===== config.mk =====
export PLATFORM = sky130hd
export DESIGN_NAME = priority_interrupt_controller
export DESIGN_NICKNAME = d
export VERILOG_FILES = /design/src/rtl/core/pic_pkg.sv /design/src/rtl/core/pic_rank_cell.sv /design/src/rtl/core/pic_rank_chain.sv /design/src/rtl/core/priority_interrupt_controller.sv
export SDC_FILE = /design/constraint.sdc
export NUM_CORES = 1
export LEC_CHECK = 0
export CELL_PAD_IN_SITES_DETAIL_PLACEMENT = 0
export CELL_PAD_IN_SITES_GLOBAL_PLACEMENT = 1
export CORE_AREA = 4 4 110 112
export CTS_CLUSTER_DIAMETER = 120
export CTS_CLUSTER_SIZE = 24
export DETAILED_ROUTE_END_ITERATION = 8
export DIE_AREA = 0 0 114 116
export DONT_BUFFER_PORTS = 1
export PLACE_DENSITY_LB_ADDON = 0.1
export SYNTH_ARGS = -nofsm -noshare
export SYNTH_HDL_FRONTEND = slang
export SYNTH_SLANG_ARGS = --single-unit

===== constraint.sdc =====
create_clock -name clk -period 4.2 [get_ports clk]
set_input_delay 0.42 -clock clk [delete_from_list [all_inputs] [get_ports clk]]
set_output_delay 0.42 -clock clk [all_outputs]
set_load 0.02 [all_outputs]

===== src/rtl/core/pic_pkg.sv =====
// Shared types, opcodes and sizes for the priority interrupt controller.
// No dependencies.
`default_nettype none

package pic_pkg;

    localparam int NUM_SOURCES = 8;
    localparam int SRC_W       = $clog2(NUM_SOURCES);
    localparam int OP_W        = 4;
    localparam int NEST_W      = 8;
    localparam logic [NEST_W-1:0] NEST_MAX = 8'd255;

    localparam logic [OP_W-1:0] OP_RAISE    = 4'd0;
    localparam logic [OP_W-1:0] OP_MASK_SET = 4'd1;
    localparam logic [OP_W-1:0] OP_MASK_CLR = 4'd2;
    localparam logic [OP_W-1:0] OP_ACK      = 4'd3;
    localparam logic [OP_W-1:0] OP_READ     = 4'd4;
    localparam logic [OP_W-1:0] OP_MOVE     = 4'd5;
    localparam logic [OP_W-1:0] OP_DISPATCH = 4'd6;
    localparam logic [OP_W-1:0] OP_DISABLE  = 4'd7;
    localparam logic [OP_W-1:0] OP_ENABLE   = 4'd8;

    typedef struct packed {
        logic [OP_W-1:0]        op;
        logic [NUM_SOURCES-1:0] raise_bits;
        logic [SRC_W-1:0]       source;
        logic [SRC_W-1:0]       new_rank;
    } request_t;

    typedef struct packed {
        logic [NUM_SOURCES-1:0] status_bits;
        logic [NUM_SOURCES-1:0] mask_bits;
        logic                   irq_line;
        logic                   serviced_valid;
        logic [SRC_W-1:0]       serviced_source;
        logic                   op_ok;
        logic                   global_enable;
        logic                   last;
    } result_t;

    // Controller to rank chain
    typedef struct packed {
        logic             rotate;
        logic             move;
        logic [SRC_W-1:0] src;
        logic [SRC_W-1:0] nr;
    } chain_req_t;

    // Rank chain to controller
    typedef struct packed {
        logic [SRC_W-1:0] head;
        logic             found;
    } chain_stat_t;

    // Rank chain to each cell
    typedef struct packed {
        logic             rotate;
        logic             move;
        logic [SRC_W-1:0] src;
        logic [SRC_W-1:0] cur;
        logic [SRC_W-1:0] nr;
    } cell_ctrl_t;

endpackage

`default_nettype wire


===== src/rtl/core/pic_rank_cell.sv =====
// One slot of the rank table: holds a source index and shifts with its neighbors.
// Depends on pic_pkg.
`default_nettype none

module pic_rank_cell (
    input  wire                      clk,
    input  wire                      rst_n,
    input  wire [pic_pkg::SRC_W-1:0] cell_idx,
    input  pic_pkg::cell_ctrl_t      ctrl,
    input  wire [pic_pkg::SRC_W-1:0] from_prev,
    input  wire [pic_pkg::SRC_W-1:0] from_next,
    output logic [pic_pkg::SRC_W-1:0] entry
);
    import pic_pkg::*;

    logic [SRC_W-1:0] entry_reg;
    logic [SRC_W-1:0] entry_next;

    // Rotate toward slot zero, or take part in a rank move
    always_comb
    begin
        entry_next = entry_reg;
        if (ctrl.rotate)
        begin
            entry_next = from_next;
        end
        else if (ctrl.move)
        begin
            if (cell_idx == ctrl.nr)
            begin
                entry_next = ctrl.src;
            end
            else if ((ctrl.cur > ctrl.nr) && (cell_idx > ctrl.nr) && (cell_idx <= ctrl.cur))
            begin
                entry_next = from_prev;
            end
            else if ((ctrl.cur < ctrl.nr) && (cell_idx >= ctrl.cur) && (cell_idx < ctrl.nr))
            begin
                entry_next = from_next;
            end
        end
    end

    // Hold the slot; reset to identity order
    always_ff @(posedge clk or negedge rst_n)
    begin
        if (!rst_n)
        begin
            entry_reg <= cell_idx;
        end
        else
        begin
            entry_reg <= entry_next;
        end
    end

    assign entry = entry_reg;

endmodule

`default_nettype wire


===== src/rtl/core/pic_rank_chain.sv =====
// Row of rank cells forming the reorderable priority table, with source lookup.
// Depends on pic_pkg and pic_rank_cell.
`default_nettype none

module pic_rank_chain (
    input  wire                  clk,
    input  wire                  rst_n,
    input  pic_pkg::chain_req_t  req,
    output pic_pkg::chain_stat_t stat
);
    import pic_pkg::*;

    logic [SRC_W-1:0] entries [NUM_SOURCES];
    logic             found;
    logic [SRC_W-1:0] cur;
    cell_ctrl_t       cell_ctrl;

    // Locate the slot that holds the requested source
    always_comb
    begin
        found = 1'b0;
        cur   = '0;
        for (int i = 0; i < NUM_SOURCES; i++)
        begin
            if (entries[i] == req.src)
            begin
                found = 1'b1;
                cur   = SRC_W'(i);
            end
        end
    end

    // Drop a move whose source is absent
    always_comb
    begin
        cell_ctrl.rotate = req.rotate;
        cell_ctrl.move   = req.move && found;
        cell_ctrl.src    = req.src;
        cell_ctrl.cur    = cur;
        cell_ctrl.nr     = req.nr;
    end

    for (genvar g = 0; g < NUM_SOURCES; g++)
    begin : g_cell
        pic_rank_cell u_cell (
            .clk       (clk),
            .rst_n     (rst_n),
            .cell_idx  (SRC_W'(g)),
            .ctrl      (cell_ctrl),
            .from_prev (entries[(g + NUM_SOURCES - 1) % NUM_SOURCES]),
            .from_next (entries[(g + 1) % NUM_SOURCES]),
            .entry     (entries[g])
        );
    end

    assign stat.head  = entries[0];
    assign stat.found = found;

endmodule

`default_nettype wire


===== src/rtl/core/priority_interrupt_controller.sv =====
// Priority interrupt controller top level: status, mask, nesting and dispatch control.
// Depends on pic_pkg and pic_rank_chain.
//
// Usage:
//   A request is taken at a rising edge with start high and busy low. It
//   carries op, raise_bits, source and new_rank. Results appear on result,
//   each for one cycle while strobe is high; the receiver cannot stall, so
//   every strobed result must be captured in that cycle.
//   Every request other than a dispatch gives one result, strobed in the
//   cycle after acceptance, and busy stays low: one request per cycle.
//   A dispatch with nothing pending also gives one result the next cycle.
//   A dispatch with pending sources raises busy while the rank chain
//   rotates through all NUM_SOURCES slots, once per cycle, and each pending
//   source at the chain head gives one result the next cycle, in rank order.
//   The last result of a request has last set. The chain is back in its
//   original order when busy falls.
//   Reset clears status, mask and global enable, sets the disable nesting
//   count to one and loads the rank table in identity order.
`default_nettype none

module priority_interrupt_controller (
    input  wire                clk,
    input  wire                rst_n,
    input  wire                start,
    output logic               busy,
    input  pic_pkg::request_t  request,
    output logic               strobe,
    output pic_pkg::result_t   result
);
    import pic_pkg::*;

    localparam int CNT_W = $clog2(NUM_SOURCES);

    logic [NUM_SOURCES-1:0] pending_reg, pending_next;
    logic [NUM_SOURCES-1:0] mask_reg, mask_next;
    logic [NEST_W-1:0]      nest_reg, nest_next;
    logic                   global_reg, global_next;
    logic                   busy_reg, busy_next;
    logic [CNT_W-1:0]       cnt_reg, cnt_next;
    logic                   strobe_reg, strobe_next;
    result_t                result_reg, result_next;

    logic                   accept;
    logic                   rank_ok;
    logic                   move_ok;
    logic [NUM_SOURCES-1:0] head_bit;
    logic [NEST_W-1:0]      nest_dec;
    chain_req_t             chain_req;
    chain_stat_t            chain_stat;

    assign accept   = start && !busy_reg;
    assign rank_ok  = int'(request.new_rank) < NUM_SOURCES;
    assign move_ok  = rank_ok && chain_stat.found;
    assign head_bit = NUM_SOURCES'(1) << chain_stat.head;
    assign nest_dec = nest_reg - NEST_W'(1);

    // Drive the rank chain: rotate while dispatching, move on request
    always_comb
    begin
        chain_req.rotate = busy_reg;
        chain_req.move   = accept && (request.op == OP_MOVE) && rank_ok;
        chain_req.src    = request.source;
        chain_req.nr     = request.new_rank;
    end

    pic_rank_chain u_chain (
        .clk   (clk),
        .rst_n (rst_n),
        .req   (chain_req),
        .stat  (chain_stat)
    );

    // Apply the request, or advance the dispatch walk
    always_comb
    begin
        pending_next = pending_reg;
        mask_next    = mask_reg;
        nest_next    = nest_reg;
        global_next  = global_reg;
        busy_next    = busy_reg;
        cnt_next     = cnt_reg;
        strobe_next  = 1'b0;
        result_next  = result_reg;

        if (busy_reg)
        begin
            // Serve the source at the chain head if it is pending
            pending_next = pending_reg & ~head_bit;
            cnt_next     = cnt_reg + CNT_W'(1);
            if (cnt_reg == CNT_W'(NUM_SOURCES - 1))
            begin
                busy_next = 1'b0;
            end
            strobe_next                 = |(pending_reg & head_bit);
            result_next.status_bits     = '0;
            result_next.mask_bits       = mask_reg;
            result_next.irq_line        = 1'b0;
            result_next.serviced_valid  = 1'b1;
            result_next.serviced_source = chain_stat.head;
            result_next.op_ok           = 1'b1;
            result_next.global_enable   = global_reg;
            result_next.last            = (pending_next == '0);
        end
        else if (accept)
        begin
            case (request.op)
                OP_RAISE:    pending_next = pending_reg | request.raise_bits;
                OP_MASK_SET: mask_next[request.source] = 1'b1;
                OP_MASK_CLR: mask_next[request.source] = 1'b0;
                OP_ACK:      pending_next[request.source] = 1'b0;
                OP_DISPATCH:
                begin
                    if (pending_reg != '0)
                    begin
                        busy_next = 1'b1;
                        cnt_next  = '0;
                    end
                end
                OP_DISABLE:
                begin
                    if (nest_reg != NEST_MAX)
                    begin
                        nest_next = nest_reg + NEST_W'(1);
                    end
                    global_next = 1'b0;
                end
                OP_ENABLE:
                begin
                    if (nest_reg != '0)
                    begin
                        nest_next = nest_dec;
                        if (nest_dec == '0)
                        begin
                            global_next = 1'b1;
                        end
                    end
                    else
                    begin
                        global_next = 1'b1;
                    end
                end
                default: ;
            endcase

            // One result unless a dispatch walk starts
            strobe_next                 = !busy_next;
            result_next.status_bits     = pending_next;
            result_next.mask_bits       = mask_next;
            result_next.irq_line        = global_next && |(pending_next & mask_next);
            result_next.serviced_valid  = 1'b0;
            result_next.serviced_source = '0;
            result_next.op_ok           = (request.op != OP_MOVE) || move_ok;
            result_next.global_enable   = global_next;
            result_next.last            = 1'b1;
        end
    end

    // Hold control state
    always_ff @(posedge clk or negedge rst_n)
    begin
        if (!rst_n)
        begin
            pending_reg <= '0;
            mask_reg    <= '0;
            nest_reg    <= NEST_W'(1);
            global_reg  <= 1'b0;
            busy_reg    <= 1'b0;
            cnt_reg     <= '0;
            strobe_reg  <= 1'b0;
        end
        else
        begin
            pending_reg <= pending_next;
            mask_reg    <= mask_next;
            nest_reg    <= nest_next;
            global_reg  <= global_next;
            busy_reg    <= busy_next;
            cnt_reg     <= cnt_next;
            strobe_reg  <= strobe_next;
        end
    end

    // Hold the result payload
    always_ff @(posedge clk)
    begin
        result_reg <= result_next;
    end

    assign busy   = busy_reg;
    assign strobe = strobe_reg;
    assign result = result_reg;

endmodule

`default_nettype wire


Word-level counts from Yosys, hierarchy flattened:

Cells that the tools add are included.

* latch bits: 0
* logic and storage cells: 260
* flip-flop bits (word level): 78
* input bits: 21
* ROM bits: 0
* RAM bits: 0
* memories: 0
* output and inout bits: 26

* divide/modulo/power cells: 0
* shift operators: 1
* reductions and logical operators: 72
* $mul: 0
* add/subtract/negate cells: 3
* equality and inequality tests: 27
* magnitude comparators: 36
* muxes and demuxes: 88
* bitwise logic cells: 10

Operator list (count)
* $mux 3: 48
* $mux 8: 8
* $pmux 8 s2: 3
* $and 8x8->8: 5
* $logic_and 1x1->1: 37
* $mux 16: 2
* $reduce_bool 4->1: 8
* $eq 3x3->1: 8
* $mux 1: 23
* $reduce_and 2->1: 9
* $logic_not 8->1: 2
* $not 8->8: 2
* $or 8x8->8: 2
* $reduce_bool 8->1: 2
* $reduce_or 8->1: 2
* $eq 3x3->1 const A: 4
* $eq 4x3->1 const B: 3
* $ge 3x3->1 const A: 4
* $gt 3x3->1 const A: 4
* $le 3x3->1 const A: 4
* $lt 3x3->1 const A: 4
* $reduce_bool 2->1: 5
* $add 8x1->8 const B: 1
* $eq 4x2->1 const B: 2
* 33 further kinds: 45

Depth between registers and ports, before layout:

Gate-level depths: netlist of the first run.

* depth after elaboration: 16
* gate-level depth with buffers: 15
* mapped depth without buffers: 13

Least setup slack after synthesis of the first run:

OpenSTA, ideal clock, no wires.

* kind: input to register
* start point: in request[4] (netlist name)
* end point: reg u_chain.g_cell[4].u_cell.entry_reg[0]
* arrival time: 3.239 ns
* data required time: 4.072 ns
* setup time: 0.128 ns
* cell stages on the path: 13
* slack: 0.833 ns
* buffers on the path: 2
* path through: buf_2 xor2_1 nor3_2 nand2b_1 a311o_1 ha_1 and3b_1 o21ai_1 clkbuf_1 nor2_1 a32oi_1 o22ai_1 mux2_1

* word-level cells in the longest chain between the ends: 15
* elaborated cells on any way between the ends: 39
* classes of those cells: 4 x order compare; 8 x eq/ne; 19 x mux; 8 x reduce/logical

Ends and longest elaborated chain
* start: declaration: line priority_interrupt_controller.sv:26 `input pic_pkg::request_t request,`
* $eq 3x3->1: line pic_rank_chain.sv:25 `if (entries[i] == req.src)`
* $mux 1: line pic_rank_chain.sv:25
* $mux 2 (2 in series): line pic_rank_chain.sv:25
* $mux 3 (4 in series): line pic_rank_chain.sv:25
* $gt 3x3->1: line pic_rank_cell.sv:33 `else if ((ctrl.cur > ctrl.nr) && (cell_idx > ctrl.nr) && (cell_idx <= ctrl.cur))`
* $logic_and 1x1->1 (2 in series): line pic_rank_cell.sv:33
* $mux 3: line pic_rank_cell.sv:33
* $mux 3: line pic_rank_cell.sv:29 `if (cell_idx == ctrl.nr)`
* $mux 3: line pic_rank_cell.sv:27 `else if (ctrl.move)`
* $mux 3: line pic_rank_cell.sv:23 `if (ctrl.rotate)`
* end signal: assignment: line pic_rank_cell.sv:49 `entry_reg <= cell_idx;`
* end signal: assignment: line pic_rank_cell.sv:53 `entry_reg <= entry_next;`
* end: declaration: line pic_rank_cell.sv:16 `logic [SRC_W-1:0] entry_reg;`

Parallel ways exist; a longest one is shown, timed or not. The select of a mux whose other input is x is not followed.
A chain may end at the register's enable or synchronous reset.

Worst setup path after layout of the first run:

* start point: reg u_chain.g_cell[7].u_cell.entry_reg[1]
* end point: reg u_chain.g_cell[5].u_cell.entry_reg[1]

* word-level cells in the longest chain between the ends: 9
* elaborated cells on any way between the ends: 19
* classes of those cells: 4 x order compare; 1 x eq/ne; 6 x mux; 8 x reduce/logical

Ends and longest elaborated chain (line)
* start: declaration: pic_rank_cell.sv:16
* start signal: assignment: pic_rank_cell.sv:49
* start signal: assignment: pic_rank_cell.sv:53
* $eq 3x3->1 *: pic_rank_chain.sv:25
* $mux 3: pic_rank_chain.sv:25
* $gt 3x3->1: pic_rank_cell.sv:33
* $logic_and 1x1->1 (2 in series): pic_rank_cell.sv:33
* $mux 3: pic_rank_cell.sv:33
* $mux 3: pic_rank_cell.sv:29
* $mux 3: pic_rank_cell.sv:27
* $mux 3: pic_rank_cell.sv:23
* end signal: assignment: pic_rank_cell.sv:49
* end signal: assignment: pic_rank_cell.sv:53
* end: declaration: pic_rank_cell.sv:16

Every way passes the cells marked *; elsewhere a longest branch is shown, timed or not. The select of a mux whose other input is x is not followed.

==> results_dict.tcl, run 1 <==
set metrics [dict create \
    numClockSinks 78 \
    top_layer "met4" \
    synth_mux_area_share_pct 7.05 \
    maxSlewViolCount 0 \
    yosys_warnings 0 \
    max_slew_margin_pct 18.0 \
    rsz0062_at_grt "no" \
    finClkSkew_ns 0.00372 \
    cap_viol_max_count 0 \
    cts_root_buf "clkbuf_16" \
    leakagePower_uw 0.00233 \
    drt-total-wl_mm 15.2 \
    period_needed_ns 3.81 \
    synth_cell_types 77 \
    outcome "completed" \
    ys_seq_area_share_pct 36.9 \
    min_path_type "input pin to flop" \
    synthArstFlopShare_pct 69.2 \
    crit_path_start_kind "flop" \
    cp.arrival_ns 4.07 \
    diodes 0 \
    yosys.area.top_type_share_pct 19.1 \
    synthSimpleGateAreaFrac_pct 19.5 \
    overflow 0 \
    synth_compound_area_share_pct 24.1 \
    synthAdderAreaFrac_pct 1.87 \
    start_util_pct 47.8 \
    syn_inst 614 \
    io_buffer_count 0 \
    cts_buffers 9 \
    grt_pass1_vias 4314 \
    die_y_um 116 \
    worstMarginPinSlew_ns 1.22 \
    ys_top_cells_by_area "dfrtp_1 19%, edfxtp_1 7.3%, dfstp_2 6.4%" \
    ir_drop_mv 0.483 \
    final-hold-violation-count 0 \
    routedWlPerCell_um 20.7 \
    hold_buffers 2 \
    setup_violations 0 \
    gp_congestion 0.855 \
    ant_nets 0 \
    grt_max_degree 55 \
    synth-seq-cells 78 \
    cts.clk_slew.worst_paths_ns 0.06 \
    core_area_um2 11200 \
    grt_pass1_wl_mm 23.9 \
    die_area_um2 13200 \
    die_w_um 114 \
    ctsResizeCount 0 \
    dp_hpwl_mm 10.3 \
    drive_gt1_share_pct 12.7 \
    synth_xor_area_share_pct 5.39 \
    max_freq_mhz 262 \
    synth_common_cells "55 x nand2_1, 50 x o21ai_0, 44 x nor2_1" \
    cts_tree "built" \
    drtIter0Drc 430 \
    netlist_area_um2 5360 \
    synthesis.nets 643 \
    synthFlopType "dfrtp_1" \
    wl_met3_um 919 \
    drtPass1Iterations 5 \
    final.setup.tns_ns 0 \
    synth.most_common_cell "nand2_1" \
    drc 0 \
    met2_length_mm 6.86 \
    required_ns 4.46 \
    grt_usage_pct 23.2 \
    vias 4638 \
    via_per_inst 6.32 \
    synthToLayoutAreaGrowth_pct 7.51 \
    syn_avg_cell_area_um2 8.73 \
    synth_top_cell_by_area "dfrtp_1" \
    antenna_found_initial 0 \
    clockBufferDepth 2 \
    wl_met1_mm 7.13 \
    synth_top_family_by_area "compound AO/OA/AOI/OAI gates" \
    post-cts-setup-buffers 0 \
    p_per_area_nw_per_um2 788 \
    ioPinCount 47 \
    cp_max_fo 11 \
    path_class "flop to flop" \
    rows 39 \
    clock_latency_ns 0.34 \
    cts_max_level 3 \
    post-route-period-util_pct 90.7 \
    end_kind "flop" \
    nets 615 \
    synth_edf_count 13 \
    nFillCells 1075 \
    post-route-util_pct 51.4 \
]
layout make-up:
| type | count | area (um^2) | area share (%) |
|---|---|---|---|
| clock buffers | 12 | 268 | 4.65 |
| clock inverters | 4 | 52.6 | 0.912 |
| inverters | 22 | 82.6 | 1.43 |
| multi-input cells | 465 | 3110 | 53.9 |
| flip-flops and latches | 78 | 1980 | 34.3 |
| well taps | 143 | 179 | 3.10 |
| repair buffers | 10 | 97.6 | 1.69 |
cells by family (layout without fill, tap and decap cells):
logic type / count (synthesis) / in the layout
simple gates: 199 / 199
compound gates: 189 / 189
flops: 78 / 78
buf+inv: 71 / 48
mux: 36 / 36
xor+xnor: 33 / 33
fa+ha+maj: 8 / 8
cells in the final DEF, fill, tap and decap left out, drive strengths merged, types with 6 or more instances in the layout:
| cell | n |
|---|---|
| edfxtp | 13 |
| nor2 | 44 |
| a21oi | 38 |
| clkbuf | 12 |
| a31o | 8 |
| a2111oi | 7 |
| xor2 | 14 |
| mux2 | 14 |
| dfxtp | 11 |
| a211oi | 10 |
| dfstp | 13 |
| a31oi | 9 |
| a21o | 11 |
| inv | 23 |
| mux2i | 22 |
| nor3 | 20 |
| o21ai | 53 |
| nand3b | 7 |
| a22o | 9 |
| ha | 8 |
| dfrtp | 41 |
| xnor2 | 19 |
| nand2 | 55 |
| or3 | 8 |
| nand3 | 14 |
| o22ai | 13 |
| and3 | 6 |
| buf | 9 |
power by group:
| group | switching [uW] | internal (uW) |
|---|---|---|
| logic | 1160 | 872 |
| clock network | 318 | 514 |
| registers | 537 | 1140 |
| total | 2010 | 2530 |
metrics by stage:
stage	hold slack [ns]	instances	cell area [um^2]	power (uW)	worst slack, ns
finish	0.194	734	5760	4540	0.390
global route	0.199	734	5760	4870	0.101
CTS	0.177	734	5760	4550	0.396
detailed placement	0.127	716	5410	3680	0.417
global placement	0.127	716	5410	3630	0.502
floorplan	0.124	614	5360	3200	0.833
worst max-delay path: stages (launching register included):
cell and delay [ns]:
dfstp_2 0.55, xor2_1 0.24, nor3_4 0.10, and4bb_1 0.59, inv_2 0.21, ha_1 0.38, a21oi_1 0.21, nand2_1 0.20
o41ai_1 0.34, a21oi_1 0.07, o31ai_1 0.57, mux2i_1 0.26
metal layers:
layer / global-route usage [%] / vias to the layer above
met1: 33.4 / 2266
met5: 0 / -
met3: 4.28 / 20
met4: 8.39 / 0
li1: - / 2216
met2: 34.8 / 136
path summary, 6_finish.rpt:
kind                       slack [ns]                                          start                                             to  depth (start not counted)
max in group asynchronous        3.25                                          rst_n  u_chain.g_cell[2].u_cell.entry[1]$_DFFE_PN1P_                          2
min                              0.19                                          start                         result[6]$_SDFFE_PP1P_                          1
min reg2reg                      0.49                         cnt_reg[0]$_DFFE_PN0P_                         cnt_reg[0]$_DFFE_PN0P_                          1
max reg2reg                      0.39  u_chain.g_cell[7].u_cell.entry[1]$_DFFE_PN1P_  u_chain.g_cell[5].u_cell.entry[1]$_DFFE_PN0P_                         11
min in group asynchronous        0.65                                          rst_n  u_chain.g_cell[5].u_cell.entry[1]$_DFFE_PN0P_                          2
max                              0.39  u_chain.g_cell[7].u_cell.entry[1]$_DFFE_PN1P_  u_chain.g_cell[5].u_cell.entry[1]$_DFFE_PN0P_                         11
Note: power is estimated with default switching activity, not from simulation.
==> run 2: changes to the inputs <==
Settings changed: CTS_BUF_LIST set to sky130_fd_sc_hd__clkbuf_4 sky130_fd_sc_hd__clkbuf_8 sky130_fd_sc_hd__clkbuf_16.
==> run 2 against run 1 <==
  * First-iteration DRC count stayed put
  * Die area unchanged
  * Sequential power about the same
  * Design area about the same
  * Register-to-register slack hardly changed
  * Sequential cell count is the same
  * Global-route usage stayed put
  * Clock power rose by 0.7%
  * Fmax stayed put
  * Count of clock-buffer cells in the layout is the same
  * Critical path type unchanged
==> results_dict.tcl, run 2 (synthesis gave the netlist of run 1 again) <==
set metrics [dict create \
    dp_hpwl_mm 10.3 \
    core_area_um2 11200 \
    clockBufferDepth 2 \
    rsz0062_at_grt "no" \
    cts_tree "built" \
    cts_max_level 3 \
    rows 39 \
    pre_cts_slack_ns 0.417 \
    diodes 0 \
    cts_root_buf "clkbuf_16" \
    finClkSkew_ns 0.00372 \
    setup_violations 0 \
    drc 0 \
    ioPinCount 47 \
    final.setup.tns_ns 0 \
    cpMaxStageDelayCell "and4bb_1" \
    grt_pass1_wl_mm 23.9 \
    synthToLayoutAreaGrowth_pct 7.58 \
    die_area_um2 13200 \
    required_ns 4.46 \
    critPathMaxStageDelay_ns 0.59 \
    antenna_found_initial 0 \
    post-route-period-util_pct 90.7 \
    layout_setup_ws_ns 0.390 \
    crit_buf_inv 1 \
    path_cells "xor2_1, nor3_4, and4bb_1, inv_2, ha_1, a21oi_1, nand2_1, o41ai_1, a21oi_1, o31ai_1, mux2i_1" \
    place_area_um2 5410 \
    cp_common_cell "a21oi_1" \
    max_slew_margin_pct 16.3 \
    overflow 0 \
    grt_max_degree 55 \
    vias 4650 \
    max_freq_mhz 262 \
    die_w_um 114 \
    worstMarginPinSlew_ns 1.24 \
    ir_drop_mv 0.483 \
    final_common_cell "nand2_1" \
    path_class "flop to flop" \
    final-hold-violation-count 0 \
    ctsResizeCount 0 \
    via_per_inst 6.34 \
    cp.arrival_ns 4.07 \
    mostFrequentLayoutCells "55 x nand2_1, 50 x o21ai_0, 44 x nor2_1" \
    routedWlPerCell_um 20.7 \
    drtPass1Iterations 5 \
    post-route-util_pct 51.4 \
    min_path_type "input pin to flop" \
    final_area_um2 5770 \
    drt-total-wl_mm 15.2 \
    period_needed_ns 3.81 \
    drive_gt1_share_pct 12.9 \
    start_util_pct 47.8 \
    cp_max_fo 11 \
    io_buffer_count 0 \
    maxSlewViolCount 0 \
    drtIter0Drc 430 \
    outcome "completed" \
    leakagePower_uw 0.00233 \
    crit_path_start_kind "flop" \
    die_y_um 116 \
    numClockSinks 78 \
    clock_latency_ns 0.34 \
    ant_nets 0 \
    cts.clk_slew.worst_paths_ns 0.06 \
    gp_congestion 0.855 \
    cts_buffers 9 \
    grt_usage_pct 23.2 \
    end_kind "flop" \
    grt_pass1_vias 4314 \
    nets 615 \
    p_per_area_nw_per_um2 789 \
    cap_viol_max_count 0 \
    cp_top_family "compound AO/OA/AOI/OAI gates" \
]
## run 2: final cells by class
| class | count | area (um^2) |
|---|---|---|
| clock buffers | 12 | 272 |
| clock inverters | 4 | 52.6 |
| fillers | 1075 | 5460 |
| inverters | 22 | 82.6 |
| multi-input cells | 465 | 3110 |
| flip-flops and latches | 78 | 1980 |
| well taps | 143 | 179 |
| repair buffers | 10 | 97.6 |
## run 2: path summary, 6_finish.rpt
check                                                               from                                             to  slack (ns)  depth (start not counted)
min                                                                start                         result[6]$_SDFFE_PP1P_        0.19                          1
min in group asynchronous                                          rst_n  u_chain.g_cell[5].u_cell.entry[1]$_DFFE_PN0P_        0.65                          2
max reg2reg                u_chain.g_cell[7].u_cell.entry[1]$_DFFE_PN1P_  u_chain.g_cell[5].u_cell.entry[1]$_DFFE_PN0P_        0.39                         11
max                        u_chain.g_cell[7].u_cell.entry[1]$_DFFE_PN1P_  u_chain.g_cell[5].u_cell.entry[1]$_DFFE_PN0P_        0.39                         11
max in group asynchronous                                          rst_n  u_chain.g_cell[2].u_cell.entry[1]$_DFFE_PN1P_        3.25                          2
min reg2reg                                       cnt_reg[0]$_DFFE_PN0P_                         cnt_reg[0]$_DFFE_PN0P_        0.49                          1
## run 2: metal layers
metal | track usage, % | vias up | wire length (um)
met1 | 33.4 | 2271 | 7090
met3 | 4.28 | 22 | 934
met4 | 8.39 | 0 | 324
li1 | - | 2217 | -
met5 | 0 | - | 0
met2 | 34.8 | 140 | 6860
## run 2: report_power, final
part           leakage, uW  switching [uW]  total (uW)  internal (uW)
sequential        0.000891             537        1680           1140
combinational      0.00128            1160        2030            872
clock             0.000158             318         839            521
## run 2: stage by stage
stage,hold slack (ns),instances,total power [uW]
after floorplan,0.124,614,3200
after global placement,0.127,716,3630
after detailed placement,0.127,716,3680
after CTS,0.177,734,4560
after global routing,0.199,734,4880
final,0.194,734,4550
## run 2: timing repair
item / CTS / global route
endpoints found under the hold margin: 54 / 0
hold buffers: 2 / 0
setup buffers: 0 / 0
==> run 3: changes to the inputs <==
Settings changed: CAP_MARGIN set to 0, CELL_PAD_IN_SITES_DETAIL_PLACEMENT 0 to unset, CELL_PAD_IN_SITES_GLOBAL_PLACEMENT 1 to unset, CORE_AREA 4 4 110 112 to unset, DIE_AREA 0 0 114 116 to unset, PLACE_DENSITY_LB_ADDON 0.1 to unset, SYNTH_HIERARCHICAL set to 1.
==> run 3 against run 2 <==
  * The flow now stops in synthesis (1_2_yosys)
==> results_dict.tcl, run 3 <==
set metrics [dict create \
    yosys_area_um2 6050 \
    tool.error "ERROR: Found 24 problems in 'check -assert'." \
    ys_seq_area_share_pct 22.5 \
    synth.most_common_cell "nor2_1" \
    synth-seq-cells 54 \
    synth_edf_count 13 \
    synthArstFlopShare_pct 55.6 \
    ys_top_cells_by_area "ha_1 16%, dfrtp_1 12%, edfxtp_1 6.4%" \
    outcome "stopped before the end" \
    synth_common_cells "102 x nor2_1, 77 x ha_1, 73 x a21oi_1" \
    yosys.area.top_type_share_pct 15.9 \
    synthFlopType "dfrtp_1" \
    flow.stopped_at "synthesis (1_2_yosys)" \
    synth_cell_types 61 \
    synth_top_cell_by_area "ha_1" \
    yosys_cells 783 \
    yosys_warnings 0 \
]
[run 3: cell types whose count changed after synthesis, sizes merged, moves of 13 or more]
| cell | delta |
|---|---|
| clkbuf | -20 |
| ha | +69 |
| and3 | +13 |
| nor2 | +58 |
| o22a | +23 |
| mux2i | -21 |
| inv | +44 |
| a21oi | +35 |
[run 3: logic make-up after synthesis]
family	count (synthesis)	share of synthesized area [%]
mux	3	0.537
buf+inv	95	6.51
simple gates	267	21.9
other cells	2	0.124
compound gates	251	27.6
fa+ha+maj	77	15.9
flops	54	22.5
xor+xnor	34	4.92
